## src/design/button_stepped_fast_pwm_core_macros.svh

```systemverilog
// ----------------------------------------------------------------------------
// Button-stepped fast PWM core - assertion macros
// Shared concurrent assertion forms for the core's checks.
// ----------------------------------------------------------------------------
`ifndef BUTTON_STEPPED_FAST_PWM_CORE_MACROS_SVH
`define BUTTON_STEPPED_FAST_PWM_CORE_MACROS_SVH

// Check a consequent in the same cycle as its antecedent
`define BSPWM_ASSERT_NOW(label, clk, rst, ante, cons, msg) \
   label: assert property (@(posedge clk) disable iff (rst) (ante) |-> (cons)) \
      else $error(msg);

// Check a consequent in the cycle after its antecedent
`define BSPWM_ASSERT_NEXT(label, clk, rst, ante, cons, msg) \
   label: assert property (@(posedge clk) disable iff (rst) (ante) |=> (cons)) \
      else $error(msg);

`endif

```

## src/design/bspwm_pkg.sv

```systemverilog
// ----------------------------------------------------------------------------
// bspwm_pkg
// Types, register map and constants of the button-stepped fast PWM core.
// ----------------------------------------------------------------------------
package bspwm_pkg;

   // Counter and register widths
   localparam int CounterBits  = 16;
   localparam int TopBits      = 16;
   localparam int PrescaleBits = 11;
   localparam int PrescaleCntBits = 10;
   localparam int DebounceBits = 24;
   localparam int DutyBits     = 7;
   localparam int StepBits     = 4;
   localparam int AddrBits     = 4;
   localparam int DataBits     = 32;

   // Duty is kept as a step index 0..10, one step being ten percent
   localparam int MaxStep = 10;
   localparam logic [StepBits-1:0] StepLimit = StepBits'(MaxStep - 1);
   localparam logic [DutyBits-1:0] DutyPerStep = DutyBits'(10);
   localparam logic [DutyBits-1:0] DutyFull    = DutyBits'(100);

   // Prescaler limits
   localparam logic [PrescaleBits-1:0] MaxDivisor = PrescaleBits'(1024);

   // Compare value is (top * step) / 10; the division is a reciprocal
   // multiply, exact for products below 2**20
   localparam int ProdBits    = CounterBits + StepBits;
   localparam int RecipBits   = 20;
   localparam int RecipShift  = 23;
   localparam int MulBits     = ProdBits + RecipBits;
   localparam logic [RecipBits-1:0] Recip = RecipBits'(838861);

   // Reset values of registers and state
   localparam logic [TopBits-1:0]      ResetTop      = TopBits'(15624);
   localparam logic [PrescaleBits-1:0] ResetPrescale = PrescaleBits'(1024);
   localparam logic [DebounceBits-1:0] ResetDebounce = DebounceBits'(320000);
   localparam logic [StepBits-1:0]     ResetStep     = StepBits'(1);
   localparam logic [CounterBits-1:0]  ResetCompare  =
      CounterBits'((15624 * 1) / 10);

   // Register indexes (byte address / 4)
   localparam logic [1:0] RegTop      = 2'd0;
   localparam logic [1:0] RegPrescale = 2'd1;
   localparam logic [1:0] RegDebounce = 2'd2;

   typedef struct packed {
      logic up_pressed;
      logic down_pressed;
   } req_type;

   typedef struct packed {
      logic                pwm_out;
      logic [DutyBits-1:0] duty_percent;
   } rsp_type;

   typedef struct packed {
      logic [TopBits-1:0]      top_value;
      logic [PrescaleBits-1:0] prescale_divisor;
      logic [DebounceBits-1:0] debounce_ticks;
   } cfg_type;

endpackage

```

## src/design/bspwm_button.sv

```systemverilog
// ----------------------------------------------------------------------------
// bspwm_button
// Edge detect and debounce timer for one button; flags a confirmed press.
// ----------------------------------------------------------------------------
module bspwm_button (
   input  logic                                  clock,
   input  logic                                  reset,
   input  logic                                  advance,
   input  logic                                  level,
   input  logic [bspwm_pkg::DebounceBits-1:0]    debounce_ticks,
   output logic                                  step
);

   logic                               was_ff, was_in;
   logic                               waiting_ff, waiting_in;
   logic [bspwm_pkg::DebounceBits-1:0] wait_ff, wait_in;
   logic                               start;
   logic [bspwm_pkg::DebounceBits-1:0] cur_wait;

   // Start a wait on a fresh press; a zero wait resamples at once
   always_comb begin
      start      = !waiting_ff && !was_ff && level;
      cur_wait   = waiting_ff ? wait_ff : debounce_ticks;
      was_in     = was_ff;
      waiting_in = waiting_ff;
      wait_in    = wait_ff;
      step       = 1'b0;
      if (waiting_ff || start) begin
         if (cur_wait == '0) begin
            waiting_in = 1'b0;
            was_in     = level;
            step       = level;
         end else begin
            waiting_in = 1'b1;
            wait_in    = cur_wait - 1'b1;
         end
      end else begin
         was_in = level;
      end
   end

   // Advance once per processed request
   always_ff @(posedge clock) begin
      if (reset) begin
         was_ff     <= 1'b0;
         waiting_ff <= 1'b0;
         wait_ff    <= '0;
      end else if (advance) begin
         was_ff     <= was_in;
         waiting_ff <= waiting_in;
         wait_ff    <= wait_in;
      end
   end

endmodule

```

## src/design/bspwm_timer.sv

```systemverilog
// ----------------------------------------------------------------------------
// bspwm_timer
// Prescaler, up-counter with wrap at top, compare reload at bottom.
// ----------------------------------------------------------------------------
module bspwm_timer (
   input  logic                               clock,
   input  logic                               reset,
   input  logic                               advance,
   input  bspwm_pkg::cfg_type                 cfg,
   input  logic [bspwm_pkg::StepBits-1:0]     step_next,
   output logic                               pwm_next
);

   logic [bspwm_pkg::PrescaleCntBits-1:0] prescale_ff, prescale_in;
   logic [bspwm_pkg::CounterBits-1:0]     timer_ff, timer_in;
   logic [bspwm_pkg::CounterBits-1:0]     compare_ff, compare_in;
   logic [bspwm_pkg::ProdBits-1:0]        prod_ff [bspwm_pkg::MaxStep+1];

   logic [bspwm_pkg::CounterBits-1:0]     top_eff;
   logic [bspwm_pkg::PrescaleBits-1:0]    div_eff;
   logic                                  tick;
   logic [bspwm_pkg::MulBits-1:0]         scaled;
   logic [bspwm_pkg::CounterBits-1:0]     compare_new;

   assign top_eff = bspwm_pkg::CounterBits'(cfg.top_value);

   // Hold top times each duty step, refreshed every cycle from the register
   always_ff @(posedge clock) begin
      for (int k = 0; k <= bspwm_pkg::MaxStep; k++) begin
         prod_ff[k] <= bspwm_pkg::ProdBits'(top_eff) *
                       bspwm_pkg::ProdBits'(k);
      end
   end

   // Divide the selected product by ten
   always_comb begin
      scaled = bspwm_pkg::MulBits'(prod_ff[step_next]) *
               bspwm_pkg::MulBits'(bspwm_pkg::Recip);
      compare_new = bspwm_pkg::CounterBits'(scaled >> bspwm_pkg::RecipShift);
   end

   // Clamp the divisor to 1..1024
   always_comb begin
      priority if (cfg.prescale_divisor == '0) begin
         div_eff = bspwm_pkg::PrescaleBits'(1);
      end else if (cfg.prescale_divisor > bspwm_pkg::MaxDivisor) begin
         div_eff = bspwm_pkg::MaxDivisor;
      end else begin
         div_eff = cfg.prescale_divisor;
      end
   end

   // Advance prescaler and counter; reload compare at bottom
   always_comb begin
      tick        = ({1'b0, prescale_ff} + 1'b1) >= div_eff;
      prescale_in = prescale_ff + 1'b1;
      timer_in    = timer_ff;
      compare_in  = compare_ff;
      if (tick) begin
         prescale_in = '0;
         if (timer_ff >= top_eff) begin
            timer_in   = '0;
            compare_in = compare_new;
         end else begin
            timer_in = timer_ff + 1'b1;
         end
      end
      pwm_next = timer_in <= compare_in;
   end

   always_ff @(posedge clock) begin
      if (reset) begin
         prescale_ff <= '0;
         timer_ff    <= '0;
         compare_ff  <= bspwm_pkg::ResetCompare;
      end else if (advance) begin
         prescale_ff <= prescale_in;
         timer_ff    <= timer_in;
         compare_ff  <= compare_in;
      end
   end

endmodule

```

## src/design/button_stepped_fast_pwm_core.sv

```systemverilog
// ----------------------------------------------------------------------------
// button_stepped_fast_pwm_core
// Fast PWM timer whose duty is stepped by two debounced buttons.
//
//   channel  direction  handshake             payload
//   req      in         req_valid/req_stall   req_data (up, down levels)
//   rsp      out        rsp_valid/rsp_stall   rsp_data (pwm level, duty)
//   csr      in         psel/penable/pready   paddr, pwdata, prdata
//
// One request per cycle is accepted while req_stall is low; each result
// passes the input register and the result register around the single update
// of counter, compare and duty state.
// Synchronous reset clears all state but the request, result and product data.
// A stalled result holds the pipeline; req_stall rises only while both the
// input register and the result register are occupied and rsp is stalled.
// ----------------------------------------------------------------------------
`include "button_stepped_fast_pwm_core_macros.svh"

module button_stepped_fast_pwm_core (
   input  logic                              clock,
   input  logic                              reset,
   input  logic                              req_valid,
   output logic                              req_stall,
   input  bspwm_pkg::req_type                req_data,
   output logic                              rsp_valid,
   input  logic                              rsp_stall,
   output bspwm_pkg::rsp_type                rsp_data,
   input  logic                              psel,
   input  logic                              penable,
   input  logic                              pwrite,
   input  logic [bspwm_pkg::AddrBits-1:0]    paddr,
   input  logic [bspwm_pkg::DataBits-1:0]    pwdata,
   output logic [bspwm_pkg::DataBits-1:0]    prdata,
   output logic                              pready
);

   bspwm_pkg::cfg_type                cfg_ff;
   logic                              in_valid_ff, in_valid_in;
   bspwm_pkg::req_type                in_data_ff;
   logic                              rsp_valid_ff, rsp_valid_in;
   bspwm_pkg::rsp_type                rsp_data_ff, rsp_data_in;
   logic [bspwm_pkg::StepBits-1:0]    duty_step_ff, duty_step_in;
   logic [bspwm_pkg::StepBits-1:0]    step_after_up;
   logic                              out_free, fire, accept;
   logic                              up_step, down_step, pwm_next;
   logic                              cfg_write;

   // Configuration registers
   assign pready    = 1'b1;
   assign cfg_write = psel && penable && pwrite && pready;

   always_ff @(posedge clock) begin
      if (reset) begin
         cfg_ff.top_value        <= bspwm_pkg::ResetTop;
         cfg_ff.prescale_divisor <= bspwm_pkg::ResetPrescale;
         cfg_ff.debounce_ticks   <= bspwm_pkg::ResetDebounce;
      end else if (cfg_write) begin
         unique case (paddr[3:2])
            bspwm_pkg::RegTop:
               cfg_ff.top_value <= pwdata[bspwm_pkg::TopBits-1:0];
            bspwm_pkg::RegPrescale:
               cfg_ff.prescale_divisor <= pwdata[bspwm_pkg::PrescaleBits-1:0];
            bspwm_pkg::RegDebounce:
               cfg_ff.debounce_ticks <= pwdata[bspwm_pkg::DebounceBits-1:0];
            default: ;
         endcase
      end
   end

   always_comb begin
      unique case (paddr[3:2])
         bspwm_pkg::RegTop:
            prdata = bspwm_pkg::DataBits'(cfg_ff.top_value);
         bspwm_pkg::RegPrescale:
            prdata = bspwm_pkg::DataBits'(cfg_ff.prescale_divisor);
         bspwm_pkg::RegDebounce:
            prdata = bspwm_pkg::DataBits'(cfg_ff.debounce_ticks);
         default:
            prdata = '0;
      endcase
   end

   // Handshake: process a request when the result slot is free or draining
   assign out_free  = !rsp_valid_ff || !rsp_stall;
   assign fire      = in_valid_ff && out_free;
   assign req_stall = in_valid_ff && !out_free;
   assign accept    = req_valid && !req_stall;

   always_comb begin
      in_valid_in = in_valid_ff;
      if (accept) begin
         in_valid_in = 1'b1;
      end else if (fire) begin
         in_valid_in = 1'b0;
      end
      rsp_valid_in = rsp_valid_ff && rsp_stall;
      if (fire) begin
         rsp_valid_in = 1'b1;
      end
   end

   always_ff @(posedge clock) begin
      if (reset) begin
         in_valid_ff  <= 1'b0;
         rsp_valid_ff <= 1'b0;
      end else begin
         in_valid_ff  <= in_valid_in;
         rsp_valid_ff <= rsp_valid_in;
      end
   end

   // Capture the request and the result
   always_ff @(posedge clock) begin
      if (accept) begin
         in_data_ff <= req_data;
      end
      if (fire) begin
         rsp_data_ff <= rsp_data_in;
      end
   end

   bspwm_button u_up_button (
      .clock          (clock),
      .reset          (reset),
      .advance        (fire),
      .level          (in_data_ff.up_pressed),
      .debounce_ticks (cfg_ff.debounce_ticks),
      .step           (up_step)
   );

   bspwm_button u_down_button (
      .clock          (clock),
      .reset          (reset),
      .advance        (fire),
      .level          (in_data_ff.down_pressed),
      .debounce_ticks (cfg_ff.debounce_ticks),
      .step           (down_step)
   );

   // Step duty: up first, then down, within 0..100 percent
   always_comb begin
      step_after_up = duty_step_ff;
      if (up_step && (duty_step_ff <= bspwm_pkg::StepLimit)) begin
         step_after_up = duty_step_ff + 1'b1;
      end
      duty_step_in = step_after_up;
      if (down_step && (step_after_up != '0)) begin
         duty_step_in = step_after_up - 1'b1;
      end
   end

   always_ff @(posedge clock) begin
      if (reset) begin
         duty_step_ff <= bspwm_pkg::ResetStep;
      end else if (fire) begin
         duty_step_ff <= duty_step_in;
      end
   end

   bspwm_timer u_timer (
      .clock     (clock),
      .reset     (reset),
      .advance   (fire),
      .cfg       (cfg_ff),
      .step_next (duty_step_in),
      .pwm_next  (pwm_next)
   );

   always_comb begin
      rsp_data_in.pwm_out      = pwm_next;
      rsp_data_in.duty_percent = bspwm_pkg::DutyBits'(duty_step_in) *
                                 bspwm_pkg::DutyPerStep;
   end

   assign rsp_valid = rsp_valid_ff;
   assign rsp_data  = rsp_data_ff;

   // Checks
   `BSPWM_ASSERT_NEXT(a_accept_fills_input, clock, reset, accept, in_valid_ff,
      "accepted request lost")
   `BSPWM_ASSERT_NEXT(a_fire_gives_result, clock, reset, fire, rsp_valid_ff,
      "processed request gave no result")
   `BSPWM_ASSERT_NEXT(a_duty_holds_idle, clock, reset, !fire,
      duty_step_ff == $past(duty_step_ff), "duty changed without a request")
   `BSPWM_ASSERT_NOW(a_duty_in_range, clock, reset, rsp_valid_ff,
      rsp_data_ff.duty_percent <= bspwm_pkg::DutyFull, "duty above full scale")

endmodule
```

## config.mk

```make
export PLATFORM = sky130hd
export DESIGN_NAME = button_stepped_fast_pwm_core
export DESIGN_NICKNAME = d
export VERILOG_FILES = /design/src/design/bspwm_pkg.sv /design/src/design/bspwm_button.sv /design/src/design/bspwm_timer.sv /design/src/design/button_stepped_fast_pwm_core.sv
export VERILOG_INCLUDE_DIRS = /design/src /design/src/design
export SDC_FILE = /design/constraint.sdc
export NUM_CORES = 1
export LEC_CHECK = 0
export BUFFER_PORTS_ARGS = -buffer_cell sky130_fd_sc_hd__buf_4
export CORE_MARGIN = 5
export CORE_UTILIZATION = 25
export CTS_CLUSTER_SIZE = 40
export DETAILED_ROUTE_END_ITERATION = 16
export HOLD_SLACK_MARGIN = 0.15
export PLACE_DENSITY = 0.38
export SYNTH_ARGS = -nofsm -noshare
export SYNTH_HDL_FRONTEND = slang
export SYNTH_SLANG_ARGS = --single-unit
```

## constraint.sdc

```tcl
create_clock -name clock -period 23.5 [get_ports clock]
set_input_delay 1.175 -clock clock [delete_from_list [all_inputs] [get_ports clock]]
set_output_delay 1.175 -clock clock [all_outputs]
set_load 0.05 [all_outputs]
```

==> results.md, run 1 <==
- Outcome: complete, no violations
- Leading cell types in the layout, fill and taps excluded: ha_1, nand2_1, inv_1, dfxtp_1, a21oi_1
- Setup Slack @ Placement: around 8.7 ns
- Global-route wire length before repair: between 100000 and 150000 µm
- Die Area: roughly 100000 µm²
- Port Buffer Count: 67
- Maximum ir drop on the vdd rail: roughly 0.096 mV
- Routability-driven placement congestion ratio: 0.8303
- Count of standard-cell rows: 112
- Final-layout setup total negative slack: 0 ns
- Worst EP arrival: between 15 and 20 ns
- Number of antenna violations at the first check in global routing: 0
- Largest stage delay on the critical path: roughly 0.89 ns
- Number of buffers and inverters on the critical path: 6
- Worst slew pin tran: ~1.1 ns
- Total power density per cell area: around 100 nW/µm²
- Placeable Area: about 93000 µm²
- Clock tree from TritonCTS: yes
- Commonest non-fill, non-tap cell in the layout: ha_1
- Most common cell on crit path: ha_1
- Worst setup startpoint: u_up_button.waiting_ff
- Synth-to-layout area growth: 13.08%
- Type of origin of the critical path: flop
- Die span in y: between 300 and 400 µm
- YS warnings: 0
- Fraction of post-synthesis cell area in the top cell type by area: 0.2013
- Final setup violation count: 0
- Post-route non-filler standard cell count: 4075
- Origin of the critical flop-to-flop path: u_up_button.waiting_ff
- Min setup slack post-route: 8.645 ns
- Vias per cell: roughly 4.8
- Min-Delay Path Class: flop to flop
- CTS clk-pin slew, worst paths: roughly 0.060 ns
- Via count of the first global-routing pass: 19900
- Filler Cell Count: ~10000
- Required time at the worst-slack endpoint: roughly 24 ns
- Count of different cell masters after synthesis: 74
- Tightest hold margin: 0.4511 ns
- Slowest library cell on the worst path: nor4b_2
- Number of clock buffers inserted by TritonCTS: 34
- Total wire length after detailed routing: ~75000 µm
- Post-route fraction of the period consumed by the critical path: 0.6321
- Average detailed-routed wire length per instance: approximately 18 µm
- Number of remaining DRC errors: 0
- Total GRT Usage: 0.1491
- Post-cts repair resize count: 0
- Count of flip-flops with a built-in enable after synthesis: 9
- Residual overflow from global routing: 0
- Max-slew headroom: 0.2855
- Cells taking the most area after synthesis: dfxtp_1, ha_1, fa_1
- Layout cells sized above 1: 0.06773
- Largest buffer count on any clock path: 3
- Nets@finish: between 3000 and 4000
- Sequential area share after synthesis: 0.2128
- Post-Synthesis Cells: between 2000 and 3000
- HPWL after DPL: around 58000 µm
- Clock root buffer: clkbuf_16
- Largest area contributor in the synthesized netlist: dfxtp_1
- Worst R2R Setup Slack: 8.65 ns
- CTS hold repair buffers: 0
- Number of design-rule violations left by the first detailed-router iteration: about 870
- Remaining antenna violation count: 0
- Number of detailed-route iterations in the first pass: 7
- Commonest register cell after synthesis: dfxtp_1
- CP Class: flop to flop
- Pin count of the biggest net entering global routing: 73
- Post-CTS Setup Inserts: 0
- Maximum clock frequency: slightly below 70 MHz
- Via Count: 19470
- Final hold violation count: 0
- Starting density of the core: 0.2512
- Maximum clock skew at final layout: ~0.038 ns
- Netlist Area Pre-Place: 23370 µm²
- Worst path depth: 52
- Final critical delay including setup and external delays: 14.85 ns
- Worst-skew pair later-pin latency: 0.55 ns
- CTS Sinks: roughly 240
- Crit-path leading delay family: adder cells
- Avg Synthesized Cell Area: 8.420 µm²
- Overall power after layout: approximately 2.7 mW
- Worst setup path end: rsp_data[7]
- Number of synthesized register bits: 244
- Cell total after placement: about 4000
- Die width: roughly 320 µm
- Final Slew Violations: 0
- Number of cells traversed by the worst register-to-register path: 52
- Number of primary I/O pins: about 90
- Unrepaired setup endpoints after global routing: no
- Static leakage: around 12 nW
- Fraction of registers with async set or reset after synthesis: 0
- Max cap viols: 0
- Crit. End Element: flop
- Critical-path maximum fanout: between 60 and 70
- Number of H-tree branching levels: 2
- Endpoint of the worst-slack reg-to-reg timing path: rsp_data[7]
-- synthesized netlist by cell type, drive strengths merged (6+ instances only) --
cell    number
nor2       196
nand2      309
nor4b        8
and3        31
nor2b       33
edfxtp       9
a21boi      11
nor4         7
mux2i       79
o21a        20
nand4       16
a221oi      11
or2         13
buf         37
a211o        7
dfxtp      235
xor2        39
nor3        45
ha         337
nand3       58
a32oi        8
nand2b      24
and2        31
nor3b       12
clkbuf      90
xnor2       78
o211a        6
a22oi       17
a21o        41
o211ai      15
or3         17
inv        286
o21ai      155
fa         155
and4         8
a31oi       12
nand3b      13
o22ai        7
o21bai      18
a21oi      202
a211oi      15
-- layer usage --
| metal | up-vias | share of wire | global-route usage |
|---|---|---|---|
| met5 | - | 0 | 0 |
| met4 | 0 | 0.017 | 0.03003 |
| met3 | 64 | 0.027 | 0.01586 |
| met2 | 292 | 0.48 | 0.2543 |
| met1 | 9586 | 0.48 | 0.2057 |
| li1 | 9530 | - | - |
-- area by class of cell --
class / instances / area (µm²) / area share
clock buffer: 49 / 997.2 / 0.03773
timing repair buffer: 103 / 773.2 / 0.02926
sequential: 244 / 4977 / 0.1883
multi-input combinational: 2125 / 16870 / 0.6381
antenna: 1 / 2.502 / 0.00009468
tap: 1254 / 1569 / 0.05936
inverter: 287 / 1077 / 0.04076
clock inverter: 12 / 167.7 / 0.006344
-- registers in the layout, indices dropped and copies added (netlist names) --
name	cells
u_up_button.was_ff	1
u_down_button.was_ff	1
in_data_ff	2
u_timer.compare_ff	16
u_up_button.waiting_ff	1
in_valid_ff	1
duty_step_ff	4
u_down_button.waiting_ff	1
u_timer.prescale_ff	10
u_timer.prod_ff	84
cfg_ff	51
u_down_button.wait_ff	24
u_timer.timer_ff	16
u_up_button.wait_ff	24
rsp_valid	1
rsp_data	7
-- stage by stage --
step	util	cell area (µm²)
after floorplan	-	23400
after global placement	0.2715	25260
after detailed placement	0.2715	25260
after CTS	0.2840	26430
after global routing	0.2840	26430
final	0.2840	26430
-- cell families (layout without fill, tap and decap cells) --
| kind of cell | Yosys count | count (layout) | synth area share |
|---|---|---|---|
| AOI/OAI and AO/OA | 585 | 585 | 0.1537 |
| buffers and inverters | 415 | 451 | 0.06895 |
| DFF | 244 | 244 | 0.2128 |
| other | 2 | 11 | 0.0003213 |
| adders and majority gates | 492 | 492 | 0.3132 |
| and+or+nand+nor | 834 | 834 | 0.1680 |
| xor gates and xnor gates | 117 | 117 | 0.04384 |
| muxes | 87 | 87 | 0.03913 |
-- where the power goes --
| part | internal [mW] | switching [mW] | leakage (nW) |
|---|---|---|---|
| sequential | 0.433 | 0.0152 | 1.99 |
| clock | 0.330 | 0.216 | 0.574 |
| combinational | 0.695 | 1.01 | 9.63 |
| total | 1.46 | 1.24 | 12.2 |
-- tightest hold or removal path, cell delays in order, from the launching register on --
cell	delay (ns)
dfxtp_1	0.31
nand2_1	0.05
a21oi_1	0.05
-- worst min path at each step --
stage	cells after the start	slack, ns	from	endpoint
2_1_floorplan	2	0.43	u_timer.compare_ff[5]	u_timer.compare_ff[5]
3_3_place_gp	2	0.44	u_timer.compare_ff[5]	u_timer.compare_ff[5]
3_5_place_dp	2	0.44	u_up_button.wait_ff[7]	u_up_button.wait_ff[7]
4_1_cts	2	0.45	u_up_button.wait_ff[7]	u_up_button.wait_ff[7]
5_1_grt	2	0.47	u_timer.compare_ff[5]	u_timer.compare_ff[5]
6_report	2	0.45	u_up_button.wait_ff[7]	u_up_button.wait_ff[7]
Power figures use the tool's default switching activity.
==> run 2, diff against run 1 <==
==> constraint.sdc (replaced) <==
create_clock -name clock -period 14.1 [get_ports clock]
set_input_delay 0.705 -clock clock [delete_from_list [all_inputs] [get_ports clock]]
set_output_delay 0.705 -clock clock [all_outputs]
set_load 0.05 [all_outputs]
==> results.md, run 2 (synthesized netlist as in run 1, its figures left out) <==
- Outcome: complete, no violations
- Static leakage: 12.32 nW (+1.1%)
- CP Class: flop to flop
- Maximum clock skew at final layout: 0.03142 ns (-0.006153 ns)
- Unrepaired setup endpoints after global routing: no
- Final critical delay including setup and external delays: 13.33 ns (-1.529 ns)
- Crit. End Element: flop
- Met2 wirelength from detailed routing: 34810 µm (-2.4%)
- Worst-case hold path end point: in_data_ff[0]
- Number of primary I/O pins: 88 (unchanged)
- Global-route wire length before repair: 117700 µm (-0.13%)
- Top metal layer carrying routed signals: met4
- Antenna cell count: 0 (-1)
- Maximum ir drop on the vdd rail: 0.2402 mV (+150%)
- Cells on Worst Hold Path: 1 (-1)
- Hold path startpoint: req_data[0]
- Largest buffer count on any clock path: 3 (unchanged)
- Final-layout setup total negative slack: 0 ns (unchanged)
- Number of H-tree branching levels: 2 (unchanged)
- Number of design-rule violations left by the first detailed-router iteration: 973 (+12%)
- Commonest non-fill, non-tap cell in the layout: ha_1
- Required time at the worst-slack endpoint: 14.49 ns (-9.37 ns)
- Clock tree from TritonCTS: yes
- Overall power after layout: 4.436 mW (+64%)
- Placeable Area: 93050 µm² (unchanged)
- Number of remaining DRC errors: 0 (unchanged)
- Leading cell types in the layout, fill and taps excluded: ha_1, nand2_1, inv_1, dfxtp_1, a21oi_1
- Filler Cell Count: 10050 (+0.36%)
- Maximum clock frequency: 75.04 MHz (+11%)
- CTS clk-pin slew, worst paths: 0.06 ns (about the same)
- Endpoint of the worst-slack reg-to-reg timing path: rsp_data[7]
- Port Buffer Count: 67 (unchanged)
- Dpl cell area: 25490 µm² (+0.90%)
- Met3 Wirelength: 2730 µm (+33%)
- Type of origin of the critical path: flop
- CTS Sinks: 244 (unchanged)
- Die Area: 99710 µm² (unchanged)
- Number of cells traversed by the worst register-to-register path: 51 (-1.9%)
- Via count of the first global-routing pass: 20000 (+0.51%)
- Total GRT Usage: 0.1498 (+0.0007174)
- Critical-path maximum fanout: 26 (-57%)
- Worst-skew pair later-pin latency: 0.56 ns (about the same)
- Max-slew headroom: 0.1742 (-0.1114)
- Average detailed-routed wire length per instance: 18.34 µm (about the same)
- Number of clock buffers inserted by TritonCTS: 35 (+2.9%)
- Routability-driven placement congestion ratio: 0.8593 (+3.5%)
- Vias per cell: 4.718 (-1.3%)
- Register cell area after layout: 4977 µm² (unchanged)
- Worst R2R Setup Slack: 0.77 ns (-7.87 ns)
- Count of standard-cell rows: 112 (unchanged)
- Slowest library cell on the worst path: fa_1
- Biggest registers after layout: u_timer.prod_ff (84), cfg_ff (51)
- Min setup slack post-route: 0.7742 ns (-7.871 ns)
- Clock root buffer: clkbuf_16
- Post-CTS Setup Inserts: 0 (unchanged)
- Register ranked first by flip-flop count: u_timer.prod_ff
- Pin count of the biggest net entering global routing: 75 (+2.7%)
- Min-Delay Path Class: input pin to flop
- Post-route fraction of the period consumed by the critical path: 0.9451 (+0.3130)
- M1 WL: 35890 µm (+0.36%)
- Final hold violation count: 0 (unchanged)
- Residual overflow from global routing: 0 (unchanged)
- Setup Slack @ Placement: 0.7504 ns (-7.901 ns)
- Max cap viols: 0 (unchanged)
- Number of antenna violations at the first check in global routing: 2 (+2)
- Total power density per cell area: 166.7 nW/µm² (+63%)
- Die span in y: 315.8 µm (unchanged)
- Origin of the critical flop-to-flop path: u_up_button.waiting_ff
- Starting density of the core: 0.2512 (unchanged)
- CTS hold repair buffers: 0 (unchanged)
- Via Count: 19350 (-0.63%)
- Synth-to-layout area growth: 13.82%
- HPWL after DPL: 58450 µm (+1.3%)
- Area of combinational cells with multiple inputs: 16870 µm² (unchanged)
- Total wire length after detailed routing: 75220 µm (+0.60%)
- Number of detailed-route iterations in the first pass: 4 (-3)
- Nets@finish: 3360 (+0.84%)
- Largest register FFs: 84 (unchanged)
- Die width: 315.8 µm (unchanged)
- Final Slew Violations: 0 (unchanged)
- Worst slew pin tran: 1.234 ns (+0.1653 ns)
- Final non-filler cell area: 26600 µm² (+0.66%)
- Layout cells sized above 1: 0.07692 (+0.009193)
- Final setup violation count: 0 (unchanged)
- Largest stage delay on the critical path: 0.57 ns (-0.32 ns)
- Remaining antenna violation count: 0 (unchanged)
- Post-cts repair resize count: 0 (unchanged)
- Worst EP arrival: 13.71 ns (-1.50 ns)
[run 2: final cells by class]
type | instances | share of cell area
flip-flops and latches | 244 | 0.1871
multi-input cells | 2125 | 0.6340
clock inverters | 13 | 0.004092
repair buffers | 130 | 0.03762
clock buffers | 48 | 0.03776
inverters | 287 | 0.04049
well taps | 1254 | 0.05898
[run 2: how the worst max path moves through the flow]
| stage | depth (start not counted) | startpoint | slack, ns | endpoint |
|---|---|---|---|---|
| 2_1_floorplan | 56 | u_up_button.waiting_ff | 1.86 | rsp_data[7] |
| 3_3_place_gp | 53 | u_up_button.waiting_ff | 0.73 | rsp_data[7] |
| 3_5_place_dp | 53 | u_up_button.waiting_ff | 0.75 | rsp_data[7] |
| 4_1_cts | 53 | u_up_button.waiting_ff | 0.66 | rsp_data[7] |
| 5_1_grt | 51 | u_up_button.waiting_ff | 0.03 | rsp_data[7] |
| 6_report | 51 | u_up_button.waiting_ff | 0.77 | rsp_data[7] |
[run 2: per-layer routing]
metal,vias up,GRT usage
li1,9600,-
met1,9332,0.2041
met2,327,0.2520
met3,90,0.01973
met4,0,0.03776
met5,-,0
[run 2: metrics by stage]
stage,util,hold slack [ns],cells
2_1_floorplan,-,0.4312,2784
3_3_place_gp,0.2739,0.4391,4040
3_5_place_dp,0.2739,0.4435,4040
4_1_cts,0.2859,0.2888,4101
5_1_grt,0.2859,0.3029,4101
6_report,0.2859,0.3205,4101
[run 2: where the power goes]
group / internal (mW) / total, mW / switching (mW)
clock network: 0.518 / 0.880 / 0.362
logic: 1.15 / 2.81 / 1.66
registers: 0.721 / 0.746 / 0.0253
[run 2: critical path: cells and delay by family (launching register included)]
family,cells,cell delay [ns]
buffers and inverters,7,1.05
muxes,4,1.21
and+or+nand+nor,12,2.31
adders and majority gates,11,4.50
xor gates and xnor gates,2,0.67
DFF,1,0.51
AOI/OAI and AO/OA,15,2.87
